[src/hdl/qts_pkg.sv]
// Shared types and constants for the quoted token splitter.
// Used by qts_csr, qts_match and quoted_token_splitter_core; no dependencies.
package qts_pkg;

   // Largest number of bytes a delimiter or quote set can hold.
   localparam int unsigned SET_MAX            = 8;
   localparam int unsigned DELIM_SET_SIZE_DEF = 8;
   localparam int unsigned QUOTE_SET_SIZE_DEF = 8;

   localparam int unsigned CSR_DATA_W = 64;
   localparam int unsigned CSR_ADDR_W = 5;
   localparam int unsigned COUNT_W    = 4;

   // Register indexes; each register sits at byte address 8*index.
   typedef enum logic [1:0] {
      REG_DELIM_CHARS = 2'd0,
      REG_DELIM_COUNT = 2'd1,
      REG_QUOTE_CHARS = 2'd2,
      REG_QUOTE_COUNT = 2'd3
   } reg_index_type;

   localparam logic [63:0]        DELIM_CHARS_RST = 64'd32;
   localparam logic [COUNT_W-1:0] DELIM_COUNT_RST = 4'd1;
   localparam logic [63:0]        QUOTE_CHARS_RST = 64'd34;
   localparam logic [COUNT_W-1:0] QUOTE_COUNT_RST = 4'd1;

   // Configuration seen by the datapath.
   typedef struct packed {
      logic [63:0]        delim_chars;
      logic [COUNT_W-1:0] delim_count;
      logic [63:0]        quote_chars;
      logic [COUNT_W-1:0] quote_count;
   } cfg_type;

endpackage

[src/hdl/qts_csr.sv]
// Configuration register file with an APB-style access port.
// Depends on qts_pkg for register indexes, reset values and cfg_type.
module qts_csr import qts_pkg::*; (
   input  logic                  clock,
   input  logic                  reset,
   input  logic                  csr_psel,
   input  logic                  csr_penable,
   input  logic                  csr_pwrite,
   input  logic [CSR_ADDR_W-1:0] csr_paddr,
   input  logic [CSR_DATA_W-1:0] csr_pwdata,
   output logic [CSR_DATA_W-1:0] csr_prdata,
   output logic                  csr_pready,
   output cfg_type               cfg
);

   cfg_type       cfg_ff;
   reg_index_type index;
   logic          write_en;

   // Low address bits select a byte within the 64-bit register and are ignored.
   assign index      = reg_index_type'(csr_paddr[CSR_ADDR_W-1:3]);
   assign write_en   = csr_psel && csr_penable && csr_pwrite;
   assign csr_pready = 1'b1;
   assign cfg        = cfg_ff;

   always_ff @(posedge clock) begin
      if (reset) begin
         cfg_ff.delim_chars <= DELIM_CHARS_RST;
         cfg_ff.delim_count <= DELIM_COUNT_RST;
         cfg_ff.quote_chars <= QUOTE_CHARS_RST;
         cfg_ff.quote_count <= QUOTE_COUNT_RST;
      end else if (write_en) begin
         case (index)
            REG_DELIM_CHARS: cfg_ff.delim_chars <= csr_pwdata;
            REG_DELIM_COUNT: cfg_ff.delim_count <= csr_pwdata[COUNT_W-1:0];
            REG_QUOTE_CHARS: cfg_ff.quote_chars <= csr_pwdata;
            REG_QUOTE_COUNT: cfg_ff.quote_count <= csr_pwdata[COUNT_W-1:0];
            default: ;
         endcase
      end
   end

   always_comb begin
      case (index)
         REG_DELIM_CHARS: csr_prdata = cfg_ff.delim_chars;
         REG_DELIM_COUNT: csr_prdata = {{(CSR_DATA_W-COUNT_W){1'b0}}, cfg_ff.delim_count};
         REG_QUOTE_CHARS: csr_prdata = cfg_ff.quote_chars;
         REG_QUOTE_COUNT: csr_prdata = {{(CSR_DATA_W-COUNT_W){1'b0}}, cfg_ff.quote_count};
         default:         csr_prdata = '0;
      endcase
   end

endmodule

[src/hdl/qts_match.sv]
// Parallel set membership test of one byte against a packed set of bytes.
// Depends on qts_pkg for the set and count widths.
module qts_match import qts_pkg::*; #(
   parameter int unsigned SET_SIZE = DELIM_SET_SIZE_DEF
) (
   input  logic [8*SET_MAX-1:0] set_chars,
   input  logic [COUNT_W-1:0]   set_count,
   input  logic [7:0]           probe,
   output logic                 hit
);

   // Only entries below both the count and the set size take part.
   always_comb begin
      hit = 1'b0;
      for (int k = 0; k < SET_SIZE; k++) begin
         if ((COUNT_W'(k) < set_count) && (set_chars[8*k +: 8] == probe)) begin
            hit = 1'b1;
         end
      end
   end

endmodule

[src/hdl/quoted_token_splitter_core.sv]
// Top level of the quoted token splitter: input register, token state machine,
// result register. Depends on qts_pkg, qts_csr and qts_match.
//
//   Channel  Direction  Handshake              Payload
//   req      in         req_valid / req_stall  req_in_byte, req_string_end
//   rsp      out        rsp_valid / rsp_stall  rsp_out_byte, rsp_byte_valid, rsp_token_end
//   csr      in/out     APB-style, pready high 64-bit registers at byte address 8*index
//
// A word is taken into the input register and handled there; when it advances,
// its result is loaded into the result register, from where it can be taken.
// One word is accepted every cycle while the result side keeps up. The pace
// is set by the single pass through the set compares and the state update.
// Reset clears both valid flags and the token state and loads the register
// defaults. A stalled result register holds its word; a word that gives no
// result still drains past it, so only words with a result wait for it.
module quoted_token_splitter_core import qts_pkg::*; #(
   parameter int unsigned DELIM_SET_SIZE = DELIM_SET_SIZE_DEF,
   parameter int unsigned QUOTE_SET_SIZE = QUOTE_SET_SIZE_DEF
) (
   input  logic                  clock,
   input  logic                  reset,
   // input words
   input  logic                  req_valid,
   output logic                  req_stall,
   input  logic [7:0]            req_in_byte,
   input  logic                  req_string_end,
   // result words
   output logic                  rsp_valid,
   input  logic                  rsp_stall,
   output logic [7:0]            rsp_out_byte,
   output logic                  rsp_byte_valid,
   output logic                  rsp_token_end,
   // configuration
   input  logic                  csr_psel,
   input  logic                  csr_penable,
   input  logic                  csr_pwrite,
   input  logic [CSR_ADDR_W-1:0] csr_paddr,
   input  logic [CSR_DATA_W-1:0] csr_pwdata,
   output logic [CSR_DATA_W-1:0] csr_prdata,
   output logic                  csr_pready
);

   // Token phases: skipping delimiters, in a plain token, inside a quoted
   // literal, and after the literal has closed.
   typedef enum logic [1:0] {
      PH_SKIP    = 2'd0,
      PH_TOKEN   = 2'd1,
      PH_LITERAL = 2'd2,
      PH_AFTER   = 2'd3
   } phase_type;

   cfg_type   cfg;

   // Input register.
   logic       in_valid_ff;
   logic [7:0] in_byte_ff;
   logic       in_end_ff;

   // Token state.
   phase_type  phase_ff, phase_in;
   logic [7:0] open_quote_ff, open_quote_in;

   // Result register and the next result computed from the input register.
   logic       rsp_valid_ff;
   logic [7:0] out_byte_ff, out_byte_in;
   logic       byte_valid_ff, byte_valid_in;
   logic       token_end_ff, token_end_in;
   logic       produce;

   logic       is_delim, is_quote;
   logic       advance, req_take;

   qts_csr u_csr (
      .clock       (clock),
      .reset       (reset),
      .csr_psel    (csr_psel),
      .csr_penable (csr_penable),
      .csr_pwrite  (csr_pwrite),
      .csr_paddr   (csr_paddr),
      .csr_pwdata  (csr_pwdata),
      .csr_prdata  (csr_prdata),
      .csr_pready  (csr_pready),
      .cfg         (cfg)
   );

   qts_match #(.SET_SIZE(DELIM_SET_SIZE)) u_delim_match (
      .set_chars (cfg.delim_chars),
      .set_count (cfg.delim_count),
      .probe     (in_byte_ff),
      .hit       (is_delim)
   );

   qts_match #(.SET_SIZE(QUOTE_SET_SIZE)) u_quote_match (
      .set_chars (cfg.quote_chars),
      .set_count (cfg.quote_count),
      .probe     (in_byte_ff),
      .hit       (is_quote)
   );

   // Next state and result for the word in the input register. A token end
   // always returns the machine to skipping with no open quote. Inside a
   // literal only the opening quote byte matters; delimiters pass through.
   always_comb begin
      phase_in      = phase_ff;
      open_quote_in = open_quote_ff;
      produce       = 1'b0;
      out_byte_in   = 8'd0;
      byte_valid_in = 1'b0;
      token_end_in  = 1'b0;

      if (in_end_ff) begin
         if (phase_ff != PH_SKIP) begin
            produce      = 1'b1;
            token_end_in = 1'b1;
         end
         phase_in      = PH_SKIP;
         open_quote_in = 8'd0;
      end else begin
         case (phase_ff)
            PH_LITERAL: begin
               if (in_byte_ff == open_quote_ff) begin
                  phase_in = PH_AFTER;
               end else begin
                  produce       = 1'b1;
                  byte_valid_in = 1'b1;
                  out_byte_in   = in_byte_ff;
               end
            end
            PH_AFTER: begin
               if (is_delim) begin
                  produce       = 1'b1;
                  token_end_in  = 1'b1;
                  phase_in      = PH_SKIP;
                  open_quote_in = 8'd0;
               end else begin
                  produce       = 1'b1;
                  byte_valid_in = 1'b1;
                  out_byte_in   = in_byte_ff;
               end
            end
            default: begin
               // Skipping or in a plain token; a delimiter wins over a quote.
               if (is_delim) begin
                  if (phase_ff == PH_TOKEN) begin
                     produce       = 1'b1;
                     token_end_in  = 1'b1;
                     phase_in      = PH_SKIP;
                     open_quote_in = 8'd0;
                  end
               end else if (is_quote) begin
                  open_quote_in = in_byte_ff;
                  phase_in      = PH_LITERAL;
               end else begin
                  produce       = 1'b1;
                  byte_valid_in = 1'b1;
                  out_byte_in   = in_byte_ff;
                  phase_in      = PH_TOKEN;
               end
            end
         endcase
      end
   end

   // The input word moves on when it gives no result or the result register
   // is free or being emptied this cycle.
   assign advance   = in_valid_ff && (!produce || !rsp_valid_ff || !rsp_stall);
   assign req_stall = in_valid_ff && !advance;
   assign req_take  = req_valid && !req_stall;

   always_ff @(posedge clock) begin
      if (reset) begin
         in_valid_ff   <= 1'b0;
         rsp_valid_ff  <= 1'b0;
         phase_ff      <= PH_SKIP;
         open_quote_ff <= 8'd0;
      end else begin
         if (req_take) begin
            in_valid_ff <= 1'b1;
            in_byte_ff  <= req_in_byte;
            in_end_ff   <= req_string_end;
         end else if (advance) begin
            in_valid_ff <= 1'b0;
         end

         if (advance) begin
            phase_ff      <= phase_in;
            open_quote_ff <= open_quote_in;
         end

         if (advance && produce) begin
            rsp_valid_ff  <= 1'b1;
            out_byte_ff   <= out_byte_in;
            byte_valid_ff <= byte_valid_in;
            token_end_ff  <= token_end_in;
         end else if (!rsp_stall) begin
            rsp_valid_ff <= 1'b0;
         end
      end
   end

   assign rsp_valid      = rsp_valid_ff;
   assign rsp_out_byte   = out_byte_ff;
   assign rsp_byte_valid = byte_valid_ff;
   assign rsp_token_end  = token_end_ff;

endmodule
[config.mk]
export PLATFORM = sky130hd
export DESIGN_NAME = quoted_token_splitter_core
export DESIGN_NICKNAME = d
export VERILOG_FILES = /design/src/hdl/qts_pkg.sv /design/src/hdl/qts_csr.sv /design/src/hdl/qts_match.sv /design/src/hdl/quoted_token_splitter_core.sv
export SDC_FILE = /design/constraint.sdc
export NUM_CORES = 1
export LEC_CHECK = 0
export ABC_AREA = 1
export BUFFER_PORTS_ARGS = -buffer_cell sky130_fd_sc_hd__buf_4
export CAP_MARGIN = 20
export CORE_ASPECT_RATIO = 1.2
export CORE_MARGIN = 2
export CORE_UTILIZATION = 55
export CTS_CLUSTER_DIAMETER = 150
export DETAILED_ROUTE_END_ITERATION = 10
export GPL_TIMING_DRIVEN = 0
export HOLD_SLACK_MARGIN = 0.15
export PLACE_DENSITY_LB_ADDON = 0.2
export SYNTH_ARGS = -nofsm -noshare
export SYNTH_HDL_FRONTEND = slang
export SYNTH_HIERARCHICAL = 1
export SYNTH_SLANG_ARGS = --single-unit
[constraint.sdc]
create_clock -name clock -period 6.2 [get_ports clock]
set_clock_uncertainty 0.05 [all_clocks]
set_input_delay 1.24 -clock clock [delete_from_list [all_inputs] [get_ports clock]]
set_output_delay 1.24 -clock clock [all_outputs]
set_load 0.02 [all_outputs]
Word level (Yosys, flattened, before mapping)
Index checks and enable logic that the tools add are counted.

storage, ports and cells
  bits in read-only memories = 0
  logic and storage cells = 153
  memories kept = 0
  RAM bits = 0
  latch bits = 0
  register bits after elaboration = 167

cells by class
  divide/modulo/power cells = 0
  eq/ne operators = 29
  shift operators = 0
  bitwise gates (word level) = 1
  muxes and demuxes = 53
  add/subtract/negate cells = 0
  $lt $le $gt $ge = 16
  reduce and logical (&&, ||, !) cells = 41
  multiply operators = 0

operators by type and width
  operator              number
  $pmux W64 S4          1
  $eq A8 B8 Y1          17
  $mux W8               9
  $lt A3 B4 Y1 const A  8
  $pmux W8 S2           2
  $mux W1               31
  $logic_and A1 B1 Y1   22
  $lt A1 B4 Y1 const A  4
  $lt A2 B4 Y1 const A  4
  $mux W2               6
  $reduce_and A2 Y1     6
  $eq A2 B2 Y1 const B  4
  $ne A3 B3 Y1 const B  2
  $pmux W1 S2           3
  $logic_not A1 Y1      5
  $ne A5 B2 Y1 const B  1
  $reduce_and A5 Y1     1
  $eq A2 B1 Y1 const B  2
  $ne A4 B2 Y1 const B  1
  $pmux W2 S2           1
  $reduce_and A4 Y1     1
  $reduce_bool A2 Y1    2
  $reduce_bool A3 Y1    1
  $logic_not A2 Y1      1
  4 further kinds       5

Longest topological paths before layout
  depth in word-level cells = 23
  depth in mapped cells = 24

Modules after synthesis
The synthesis kept the hierarchy.

by module, submodules not included
  module                      cells each  area an instance (µm²)  instances
  qts_csr                     908         6454.9                  1
  qts_match                   200         1043.5                  2
  quoted_token_splitter_core  165         1412.6                  1

Least setup slack after synthesis
No wires, ideal clock.

  path type = input -> output
  start = input port csr_paddr[4]
  end = output port csr_prdata[11]
  data arrival time = 2094 ps
  slack = 2816 ps
  stages on the path = 5
  buffers on the path = 3
  path through = buf_6 > nor2_8 > buf_4 > buf_2 > a22o_1

on the way
  word-level cells in the longest chain between the ends = 2
  elaborated cells on any way between the ends = 5

ends and longest elaborated chain
  element                               RTL line                          text
  from (decl)                           quoted_token_splitter_core.sv:37  input logic [CSR_ADDR_W-1:0] csr_paddr,
  $eq A2 B2 Y1 (tied with other cells)  qts_csr.sv:44                     case (index)
  $pmux W64 S4 (*)                      qts_csr.sv:44
  to (decl)                             quoted_token_splitter_core.sv:39  output logic [CSR_DATA_W-1:0] csr_prdata,

Mark *: on every way between the ends. The rest lies on a longest branch, timed or not.

Worst setup path in the final report
  start = register in_byte_ff[3]
  end = output port req_stall

on the way
  elaborated cells on any way between the ends = 60

RTL lines
  element                              RTL line                           text
  from (decl)                          quoted_token_splitter_core.sv:56   logic [7:0] in_byte_ff;
  from (signal assigned)               quoted_token_splitter_core.sv:179  in_byte_ff <= req_in_byte;
  $eq A8 B8 Y1                         qts_match.sv:16                    if ((COUNT_W'(k) < set_count) && (set_chars[8*k +: 8] == probe)) begin
  $logic_and A1 B1 Y1                  qts_match.sv:16
  $mux W1 (7 in a row)                 qts_match.sv:16
  $mux W1 (*)                          qts_match.sv:16
  named net is_delim                   quoted_token_splitter_core.sv:70   logic is_delim, is_quote;
  $mux W1 (*)                          quoted_token_splitter_core.sv:143  if (is_delim) begin
  $pmux W1 S2 (*)                      quoted_token_splitter_core.sv:119  case (phase_ff)
  $mux W1 (*)                          quoted_token_splitter_core.sv:111  if (in_end_ff) begin
  $logic_not A1 Y1 (*)                 quoted_token_splitter_core.sv:166  assign advance = in_valid_ff && (!produce || !rsp_valid_ff || !rsp_stall);
  $logic_or A1 B1 Y1 (*) (2 in a row)  quoted_token_splitter_core.sv:166
  $logic_and A1 B1 Y1 (*)              quoted_token_splitter_core.sv:166
  $logic_not A1 Y1 (*)                 quoted_token_splitter_core.sv:167  assign req_stall = in_valid_ff && !advance;
  $logic_and A1 B1 Y1 (*)              quoted_token_splitter_core.sv:167
  to (decl)                            quoted_token_splitter_core.sv:24   output logic req_stall,

The timed path passes the listed nets; every way through them passes the cells marked *.

==> impl_results.html <==
<table>
<tr><th>Metric</th><th>Value</th></tr>
<tr><th colspan="2">Final layout</th></tr>
<tr><td>Core Util, Final</td><td>68.1%</td></tr>
<tr><td>Count of filler cells inserted in the layout</td><td>1612</td></tr>
<tr><td>Final net count</td><td>1732</td></tr>
<tr><td>Footprint of the flip-flops and latches</td><td>3530 um2</td></tr>
<tr><td>Layout cells sized above 1</td><td>18.1%</td></tr>
<tr><td>Multi-input logic area</td><td>5240 um2</td></tr>
<tr><td>Number of standard cells in the final layout excluding fillers</td><td>1880</td></tr>
<tr><td>Area growth from synthesis to layout</td><td>20.6%</td></tr>
<tr><td>Ant diodes</td><td>0</td></tr>
<tr><th colspan="2">Logic synthesis</th></tr>
<tr><td>Most used DFF post-synth</td><td>dfxtp_1</td></tr>
<tr><td>Number of nets in the synthesized netlist</td><td>1558</td></tr>
<tr><td>Adder-cell share of the synthesized area</td><td>0%</td></tr>
<tr><td>Cell count after synthesis</td><td>1473</td></tr>
<tr><td>Number of enable flip-flop cells after synthesis</td><td>19</td></tr>
<tr><td>Area fraction in compound gates after synthesis</td><td>7.45%</td></tr>
<tr><td>Dominant combinational cell family by area after synthesis</td><td>simple AND/OR/NAND/NOR gates</td></tr>
<tr><td>Register bit count reported by yosys</td><td>167</td></tr>
<tr><td>Post-synthesis cell type count</td><td>39</td></tr>
<tr><td>Xor-xnor portion of the synthesized cell area</td><td>7.65%</td></tr>
<tr><td>Synthesis Warnings</td><td>6</td></tr>
<tr><td>Biggest area consumer among synthesized cells</td><td>dfxtp_1</td></tr>
<tr><td>Simple logic cell fraction of the synthesized area</td><td>37.5%</td></tr>
<tr><td>Library cell with the highest instance count after synthesis</td><td>nand2_1</td></tr>
<tr><td>Share of flip-flops with an asynchronous set or reset</td><td>0%</td></tr>
<tr><td>Mapped Avg Cell Area</td><td>6.76 um2</td></tr>
<tr><td>Largest cells by area after synthesis</td><td>dfxtp_1 30%, nand2_1 14%, nor2_1 12%, nand3_1 7.4%, edfxtp_1 5.7%</td></tr>
<tr><td>Most frequent cells after synthesis</td><td>374 x nand2_1, 329 x nor2_1, 148 x dfxtp_1, 148 x nand3_1, 121 x inv_1</td></tr>
<tr><td>Portion of synthesized cell area occupied by the leading cell type</td><td>29.8%</td></tr>
<tr><td>Fraction of the yosys area taken by sequential cells</td><td>35.5%</td></tr>
<tr><td>Share of synthesized area spent on multiplexers</td><td>0%</td></tr>
<tr><td>Netlist area before placement</td><td>9950 um2</td></tr>
<tr><th colspan="2">Pwr</th></tr>
<tr><td>Sequential share of power</td><td>43.6%</td></tr>
<tr><td>Total power of the final layout</td><td>2630 uW</td></tr>
<tr><td>Logic gate share of total power</td><td>14.2%</td></tr>
<tr><td>Clock power frac</td><td>42.1%</td></tr>
<tr><td>Highest ir drop seen on vdd</td><td>0.000199 V</td></tr>
<tr><td>PD cells</td><td>219 nW/um2</td></tr>
<tr><td>Reported leakage power</td><td>0.00561 uW</td></tr>
<tr><td>Net switching component of the power</td><td>744 uW</td></tr>
<tr><td>Int Power</td><td>1880 uW</td></tr>
<tr><td>Switching share of total power</td><td>28.3%</td></tr>
<tr><th colspan="2">Clock network</th></tr>
<tr><td>Hold buffer count at CTS</td><td>0</td></tr>
<tr><td>CTS HTree Levels</td><td>4</td></tr>
<tr><td>Clock Root Buffer</td><td>clkbuf_16</td></tr>
<tr><td>CTS sink count</td><td>167</td></tr>
<tr><td>Clock tree from TritonCTS</td><td>built</td></tr>
<tr><td>Count of instances resized after the clock tree is built</td><td>0</td></tr>
<tr><td>Clock transition at path regs</td><td>0.07 ns</td></tr>
<tr><td>Buffers from clock root to sink, at most</td><td>2</td></tr>
<tr><td>TritonCTS Buffers</td><td>17</td></tr>
<tr><td>Setup repair bufs after CTS</td><td>0</td></tr>
<tr><td>Clock insertion delay at the later pin of the skew report</td><td>0.44 ns</td></tr>
<tr><th colspan="2">Floorplanning</th></tr>
<tr><td>Effective utilization at floorplan</td><td>56.4%</td></tr>
<tr><td>Standard-cell row count</td><td>53</td></tr>
<tr><td>Die Area</td><td>19200 um2</td></tr>
<tr><td>I/O pins</td><td>162</td></tr>
<tr><td>Placeable core region</td><td>17600 um2</td></tr>
<tr><td>Die boundary width</td><td>127 um</td></tr>
<tr><td>Die outline height</td><td>151 um</td></tr>
<tr><th colspan="2">STA</th></tr>
<tr><td>Smallest setup slack after layout</td><td>1.73 ns</td></tr>
<tr><td>Number of hold violations in the final report</td><td>0</td></tr>
<tr><td>Unrepaired setup endpoints after global routing</td><td>false</td></tr>
<tr><td>Final worst-path cycle share</td><td>72.1%</td></tr>
<tr><td>Max-slew headroom at the worst pin</td><td>45.0%</td></tr>
<tr><td>Maximum achievable frequency</td><td>0.224 GHz</td></tr>
<tr><td>Transition time of the tightest slew-check pin</td><td>0.823 ns</td></tr>
<tr><td>Post-route setup TNS</td><td>0 ns</td></tr>
<tr><td>Time the final worst path needs with I/O delays and setup</td><td>4.47 ns</td></tr>
<tr><td>Final setup violating endpoints</td><td>0</td></tr>
<tr><td>Fin. max-slew vios</td><td>0</td></tr>
<tr><th colspan="2">Global routing</th></tr>
<tr><td>Largest net degree at the start of global routing</td><td>17</td></tr>
<tr><td>First-pass GRT wire length</td><td>51000 um</td></tr>
<tr><td>Via count of the first global-routing pass</td><td>9304</td></tr>
<tr><td>GRT Total Usage</td><td>35.0%</td></tr>
<tr><td>Congestion Overflow GR</td><td>0</td></tr>
<tr><td>Initial antenna violation count</td><td>0</td></tr>
<tr><th colspan="2">Placed design</th></tr>
<tr><td>Post-Place Cells</td><td>1848</td></tr>
<tr><td>Buffers on Ports</td><td>155</td></tr>
<tr><td>Detail Placement HPWL</td><td>23500 um</td></tr>
<tr><td>GP Congestion</td><td>0.940</td></tr>
<tr><td>Setup WS pre-CTS</td><td>2.32 ns</td></tr>
<tr><th colspan="2">Critical path</th></tr>
<tr><td>Critical path launch point type</td><td>flop</td></tr>
<tr><td>Capturing element type of the critical path</td><td>primary output</td></tr>
<tr><td>Worst setup path class</td><td>reg2out</td></tr>
<tr><td>Largest driver fanout on the critical path</td><td>8</td></tr>
<tr><td>Data required time of the critical path</td><td>4.91 ns</td></tr>
<tr><td>Worst Path Arrival</td><td>3.18 ns</td></tr>
<tr><th colspan="2">Route</th></tr>
<tr><td>Total via count after detailed routing</td><td>10300</td></tr>
<tr><td>Drt drc</td><td>0</td></tr>
<tr><td>Average detailed-routed wire length per instance</td><td>17.9 um</td></tr>
<tr><td>Routed length on met1</td><td>13100 um</td></tr>
<tr><td>First-pass detailed-route iteration total</td><td>6</td></tr>
<tr><td>Wire length on met3</td><td>3320 um</td></tr>
<tr><td>Vias per std cell</td><td>5.48</td></tr>
<tr><td>Routed Antenna Nets</td><td>0</td></tr>
<tr><td>WL final</td><td>33700 um</td></tr>
<tr><td>Met2 routed wirelength</td><td>15700 um</td></tr>
<tr><td>DRT iter0 DRCs</td><td>1079</td></tr>
<tr><td>Top layer reached by signal wires</td><td>met4</td></tr>
<tr><th colspan="2">Min path</th></tr>
<tr><td>Hold WC Path Type</td><td>reg2reg</td></tr>
<tr><th colspan="2">Run status</th></tr>
<tr><td>Result of the run</td><td>finished clean</td></tr>
<tr><th colspan="2">Run</th></tr>
<tr><td>Number of max-cap violations</td><td>0</td></tr>
</table>
## worst max-delay path, cell delays in order (launching register included)
cell and delay (ns):
edfxtp_1 0.43, buf_4 0.29, inv_2 0.11, nand2_1 0.08, nand2_1 0.06, nor2_1 0.18, nand2_1 0.09, nor2_1 0.18
nor2_1 0.10, nand2_1 0.07, nor2_1 0.04, nand3_1 0.06, nand2_1 0.05, nand2_1 0.22, nand2_1 0.11, o21ai_1 0.08
o21ai_0 0.09, inv_1 0.06, nand2_1 0.06, nand2_2 0.09, nand3_1 0.10, inv_1 0.08, buf_4 0.14
## path summary, 6_finish.rpt
path / startpoint / cells after the start / slack (ns) / endpoint
worst max-delay path: in_byte_ff[3] / 22 / 1.73 / req_stall
worst min-delay path: open_quote_ff[7] / 2 / 0.43 / open_quote_ff[7]
worst max register to register: in_byte_ff[3] / 21 / 2.60 / rsp_out_byte[3]
worst min register to register: open_quote_ff[7] / 2 / 0.43 / open_quote_ff[7]
## per-layer routing
layer	vias up	GRT usage [%]
met5	-	0
met2	581	57.3
met1	4666	44.6
li1	4941	-
met3	118	6.15
met4	0	17.9
## sequential cells by signal, summed over array words and instances, names as in the netlist, 2 cells and up
signal and count:
in_byte_ff 8, open_quote_ff 8, phase_ff 2, rsp_out_byte 8, u_csr/cfg 136
## area by class of cell
cell class | instances | share of cell area [%]
Multi-Input combinational cell | 1078 | 43.6
Sequential cell | 167 | 29.4
Timing Repair Buffer | 155 | 9.69
Buffer | 86 | 5.31
Inverter | 142 | 4.54
Clock buffer | 20 | 4.08
Tap cell | 220 | 2.29
Clock inverter | 12 | 1.01
## layout by cell type (no fill, tap or decap), types with 3 or more instances in the layout
| master | netlist | routed |
|---|---|---|
| nor2_1 | 329 | 329 |
| buf_6 | 19 | 19 |
| buf_2 | 23 | 23 |
| nand3_1 | 148 | 148 |
| inv_1 | 121 | 121 |
| buf_4 | 20 | 175 |
| a21oi_2 | 3 | 3 |
| buf_1 | 13 | 13 |
| xor2_1 | 32 | 32 |
| xnor2_1 | 55 | 55 |
| buf_8 | 6 | 6 |
| or2_2 | 4 | 4 |
| o21ai_0 | 13 | 13 |
| nor4_1 | 3 | 3 |
| nor2_8 | 4 | 4 |
| nor3_1 | 9 | 9 |
| clkbuf_1 | 5 | 5 |
| edfxtp_1 | 19 | 19 |
| a22o_1 | 60 | 60 |
| inv_6 | 2 | 9 |
| a21oi_1 | 16 | 16 |
| clkbuf_16 | 0 | 19 |
| inv_4 | 1 | 3 |
| dfxtp_1 | 148 | 148 |
| inv_2 | 18 | 18 |
| nand4_1 | 7 | 7 |
| nand2_1 | 374 | 374 |
## power groups by stage
stage                     combinational, uW  sequential, uW  clock (uW)
after CTS                               366            1150        1110
after floorplan                         230            1170           0
after detailed placement                364            1170           0
after global placement                  360            1170           0
final                                   374            1150        1110
after global routing                    404            1150        1160
## through the flow
stage	instance area [um2]	hold slack (ns)
2_1_floorplan	9950	0.408
3_3_place_gp	11400	0.415
3_5_place_dp	11400	0.423
4_1_cts	12000	0.432
5_1_grt	12000	0.452
6_report	12000	0.431
## logic make-up after synthesis
group / Yosys count
simple gates: 893
other cells: 1
compound gates: 97
buf+inv: 228
xor+xnor: 87
flops: 167
Power figures use the tool's default switching activity.
